--- config.mk ---
export PLATFORM = sky130hd
export DESIGN_NAME = pqe_div
export DESIGN_NICKNAME = d
export VERILOG_FILES = /design/src/rtl/pqe_pkg.sv /design/src/rtl/pqe_div.sv
export SDC_FILE = /design/constraint.sdc
export NUM_CORES = 2
export LEC_CHECK = 0
export BUFFER_PORTS_ARGS = -buffer_cell sky130_fd_sc_hd__buf_2
export CORE_ASPECT_RATIO = 1.4
export CORE_UTILIZATION = 35
export DETAILED_ROUTE_END_ITERATION = 8
export PLACE_DENSITY = 0.59
export SYNTH_ARGS = -nofsm -noshare
export SYNTH_HDL_FRONTEND = slang
export SYNTH_SLANG_ARGS = --single-unit
--- constraint.sdc ---
create_clock -name aclk -period 5.6 [get_ports aclk]
set_clock_uncertainty 0.15 [all_clocks]
set_input_delay 1.12 -clock aclk [delete_from_list [all_inputs] [get_ports aclk]]
set_output_delay 1.12 -clock aclk [all_outputs]
set_load 0.01 [all_outputs]
--- src/rtl/pqe_pkg.sv ---
// Shared constants, sideband type and an elaboration-time helper for the PQ encoder.
package pqe_pkg;

    localparam int unsigned Q             = 30;
    localparam int unsigned FRAC_BITS_DEF = 4;
    localparam int unsigned LUM_W         = 20;
    localparam int unsigned CODE_W        = 12;
    localparam int unsigned REF_NITS      = 10000;

    localparam logic [CODE_W-1:0] CODE_MAX  = 12'd4095;
    localparam logic [CODE_W-1:0] CODE_ZERO = 12'd0;

    // ln(2) in Q30.
    localparam logic [Q-1:0] LN2_Q = 30'd744261118;

    // PQ constants as exact integer ratios.
    localparam int unsigned C1_NUM   = 3424;  // c1 = 3424 / 2^12
    localparam int unsigned C1_SH    = 12;
    localparam int unsigned C2_NUM   = 2413;  // c2 = 2413 / 2^7
    localparam int unsigned C3_NUM   = 2392;  // c3 = 2392 / 2^7
    localparam int unsigned C23_SH   = 7;
    localparam int unsigned M1_NUM   = 1305;  // m1 = 1305 / 2^13
    localparam int unsigned M1_SH    = 13;
    localparam int unsigned M2_NUM   = 2523;  // m2 = 2523 / 2^5
    localparam int unsigned M2_SH    = 5;
    localparam int unsigned CODE_SCALE = 4095;

    // The ratio r is held with this many fraction bits.
    localparam int unsigned RATIO_FRAC = 28;
    localparam int unsigned RATIO_W    = RATIO_FRAC + 1;

    // Log results carry five integer bits above the Q30 fraction.
    localparam int unsigned LOG_INT_W = 5;
    localparam int unsigned LOG_W     = LOG_INT_W + Q;

    // Numerator and denominator of the ratio.
    localparam int unsigned ND_W = 35;

    // Sideband that travels with every sample: a forced code for the special cases.
    typedef struct packed {
        logic              force_en;
        logic [CODE_W-1:0] code;
    } side_t;

    // Q30 log2 of a constant, evaluated at elaboration time only.
    function automatic logic [63:0] log2q_const(input logic [63:0] v);
        logic [63:0] z;
        logic [63:0] frac;
        int unsigned p;
        p = 0;
        for (int unsigned i = 1; i < 64; i++) begin
            if ((v >> i) != 64'd0) begin
                p = i;
            end
        end
        if (p <= Q) begin
            z = v << (Q - p);
        end else begin
            z = v >> (p - Q);
        end
        frac = '0;
        for (int b = Q - 1; b >= 0; b--) begin
            z = (z * z) >> Q;
            if (z >= (64'd1 << (Q + 1))) begin
                z = z >> 1;
                frac[b] = 1'b1;
            end
        end
        return (64'(p) << Q) + frac;
    endfunction

endpackage

--- src/rtl/pqe_div.sv ---
// Pipelined restoring divider: (num << 28) / den, one quotient bit per stage.
module pqe_div (
    input  logic                        aclk,
    input  logic                        aresetn,
    input  logic                        en,
    input  logic                        in_valid,
    input  logic [pqe_pkg::ND_W-1:0]    in_num,
    input  logic [pqe_pkg::ND_W-1:0]    in_den,
    input  pqe_pkg::side_t              in_side,
    output logic                        out_valid,
    output logic [pqe_pkg::RATIO_W-1:0] out_q,
    output pqe_pkg::side_t              out_side
);
    import pqe_pkg::*;

    localparam int unsigned NS = RATIO_W;

    logic [NS-1:0]      valid_reg;
    logic [ND_W-1:0]    r_reg    [NS];
    logic [ND_W-1:0]    den_reg  [NS];
    logic [RATIO_W-1:0] q_reg    [NS];
    side_t              side_reg [NS];

    logic [ND_W-1:0]    r_next    [NS];
    logic [ND_W-1:0]    den_next  [NS];
    logic [RATIO_W-1:0] q_next    [NS];
    side_t              side_next [NS];

    logic [ND_W:0] r2 [1:NS-1];
    logic          ge [NS];

    always_comb begin
        // The numerator never exceeds the denominator, so the top bit is a plain compare.
        ge[0]        = in_num >= in_den;
        r_next[0]    = ge[0] ? (in_num - in_den) : in_num;
        den_next[0]  = in_den;
        q_next[0]    = RATIO_W'(ge[0]) << (RATIO_W - 1);
        side_next[0] = in_side;
        for (int s = 1; s < NS; s++) begin
            r2[s]        = {r_reg[s-1], 1'b0};
            ge[s]        = r2[s] >= {1'b0, den_reg[s-1]};
            r_next[s]    = ge[s] ? ND_W'(r2[s] - {1'b0, den_reg[s-1]}) : ND_W'(r2[s]);
            den_next[s]  = den_reg[s-1];
            q_next[s]    = q_reg[s-1] | (RATIO_W'(ge[s]) << (RATIO_W - 1 - s));
            side_next[s] = side_reg[s-1];
        end
    end

    always_ff @(posedge aclk) begin
        if (!aresetn) begin
            valid_reg <= '0;
        end else if (en) begin
            valid_reg <= {valid_reg[NS-2:0], in_valid};
        end
    end

    always_ff @(posedge aclk) begin
        if (en) begin
            for (int s = 0; s < NS; s++) begin
                r_reg[s]    <= r_next[s];
                den_reg[s]  <= den_next[s];
                q_reg[s]    <= q_next[s];
                side_reg[s] <= side_next[s];
            end
        end
    end

    assign out_valid = valid_reg[NS-1];
    assign out_q     = q_reg[NS-1];
    assign out_side  = side_reg[NS-1];

endmodule

==> flow_summary.ini <==
[synth]
syn_inst = 12800
synth_compound_area_frac = 0.146
synthArstFlopShare = 0
synthSimpleGateAreaFrac = 0.0851
synth_top_family_by_area = compound AO/OA/AOI/OAI gates
synth_area_leaders = edfxtp_1 (56%), ha_1 (8.5%), a21oi_1 (3.6%)
synth_ff_type = edfxtp_1
avgSynthCellArea_um2 = 11.6
ys_ff_latch = 2801
synth_area_um2 = 149000
muxShareOfSynthArea = 0.0245
yosysWarnings = 0
synthAdderAreaFrac = 0.0891
synth_edf_count = 2772
ys_types = 84
synth_xor_xnor_area_share = 0.0500
yosysTopAreaCell = edfxtp_1
ys_seq_area_frac = 0.564
yosysTopAreaCellShare = 0.560
synthesis.nets = 13900

[grt]
grt_pass1_vias = 102000
grt_pass1_wl_um = 537000
antenna_found_initial = 13
grt_use_total = 0.161
grt-ovfl-total = 0
grt_max_degree = 173

[sta]
finalSetupViolCount = 0
maxSlewViolCount = 0
hold_violations = 0
fin_crit_ps = 5240
max_freq_mhz = 191
period_share = 0.937
worst_pin_slew_ps = 1180
slew-limit-headroom = 0.192
rsz0062_at_grt = no
timing.setup.tns_ps = 0

[floorplanning]
num_rows = 282
die_w_um = 553
die_h_um = 773
die_area_um2 = 427000
coreArea_um2 = 422000
pin_count = 130
start_util = 0.352

[placed_design]
finalWeightedCongestion = 0.911
dp_hpwl_um = 273000
dp_cells = 18400
portBuffers = 129

[finish]
stdcell_count = 18900
nets = 14200
drive_gt1_frac = 0.0860
area_delta_synth_final_pct = 12.4

[routing]
wl_per_cell_um = 18.6
viasPerCell = 5.07
drc = 0
vias = 96000
wl_um = 353000
drtPass1Iterations = 6
drtIter0Drc = 4322
route.antenna.remaining_nets = 0

[worst_setup_path]
start_kind = flop
crit_path_max_fanout = 6
crit_arrival_ps = 5800
crit_path_end_kind = flop
cp.required_ps = 6160
critPathKind = reg -> reg
reg2reg_depth = 12

[pwr]
total_power_uw = 96200
ir_drop_mv = 0.271
power_density_nw_per_um2 = 576
p_leak_uw = 0.0671

[cts]
clkTransAtPathRegs_ps = 60
htree_levels = 5
clock-sinks = 2801
postCtsSetupRepairBufs = 0
postCtsHoldBufs = 0
root_buffer = clkbuf_16
cts_tree = yes
cts_max_path_buffers = 4
clk_latency_ps = 990
cts_buffers = 304
ctsResizeCount = 0

[run]
drv_cap = 0

[min_path]
hold_depth = 0
hold_path.class = reg -> reg

[outcome]
outcome = finished, final reports clean
## cells by family (layout without fill, tap and decap cells)
group	count (synthesis)	count (layout)
adders and majority gates	1042	1042
DFF	2801	2801
xor gates and xnor gates	848	848
buffers and inverters	1611	2160
AOI/OAI and AO/OA	3480	3480
and+or+nand+nor	2696	2696
muxes	327	327
other	0	29
## final cells by class
class | count | area, um^2
diodes | 29 | 72.6
clock buffers | 364 | 8010
clock inverters | 176 | 1770
fillers | 40300 | 255000
inverters | 1273 | 4780
multi-input cells | 8393 | 58900
flip-flops and latches | 2801 | 83800
well taps | 5538 | 6930
repair buffers | 347 | 2720
## per-layer routing
layer | part of all wire | track usage | vias up
li1 | - | - | 47600
met1 | 0.29 | 0.115 | 45500
met2 | 0.59 | 0.351 | 1711
met3 | 0.024 | 0.0180 | 1157
met4 | 0.094 | 0.134 | 0
met5 | 0 | 0 | -
## cells in the final DEF, fill, tap and decap left out, drive strengths merged, types with 349 or more instances in the layout
cell type,instances
inv,1287
o21ai,846
a21o,612
xnor2,499
clkbuf,364
edfxtp,2772
nor2,658
nand2,941
ha,1014
a21oi,1062
xor2,349
## cells in the mapped netlist (150+ instances only)
| library cell | count |
|---|---|
| o21bai_1 | 150 |
| inv_1 | 1269 |
| o21ai_0 | 836 |
| edfxtp_1 | 2772 |
| nor2_1 | 658 |
| ha_1 | 1014 |
| nand3_1 | 209 |
| a21o_1 | 612 |
| clkbuf_1 | 296 |
| nand2_1 | 941 |
| xor2_1 | 349 |
| a21oi_1 | 1061 |
| mux2_2 | 291 |
| xnor2_1 | 499 |
## report_power, final
group | leakage [uW] | internal (uW) | switching (uW)
Sequential | 0.0274 | 30400 | 2450
Clock | 0.00474 | 11500 | 8460
Combinational | 0.0350 | 18200 | 25300
Total | 0.0671 | 60000 | 36200
## path summary, 6_finish.rpt
| path | startpoint | endpoint | slack (ps) |
|---|---|---|---|
| worst min register to register | side_reg[0][124]$_DFFE_PP_ | side_reg[0][137]$_DFFE_PP_ | 170 |
| worst max-delay path | r_reg[1][40]$_DFFE_PP_ | r_reg[1][101]$_DFFE_PP_ | 360 |
| worst min-delay path | side_reg[0][124]$_DFFE_PP_ | side_reg[0][137]$_DFFE_PP_ | 170 |
| worst max register to register | r_reg[1][40]$_DFFE_PP_ | r_reg[1][101]$_DFFE_PP_ | 360 |
## through the flow
step	hold slack (ps)	util	instance area, um^2	setup WS, ps
detailed placement	255	0.372	157000	359
global placement	250	0.372	157000	340
global route	171	0.396	167000	301
finish	172	0.396	167000	356
CTS	129	0.396	167000	410
floorplan	250	-	149000	1090
## critical path, cell delays in order (launching register included)
cell and delay (ps):
edfxtp_1 400, ha_1 360, a21o_1 200, a2111oi_0 720, nor3b_1 160, nor3_1 520, o21ai_0 450, a221o_1 500
a2111oi_0 840, buf_4 240, nor2_1 80, xor2_1 140, mux2_2 270
Note: power is estimated with default switching activity, not from simulation.
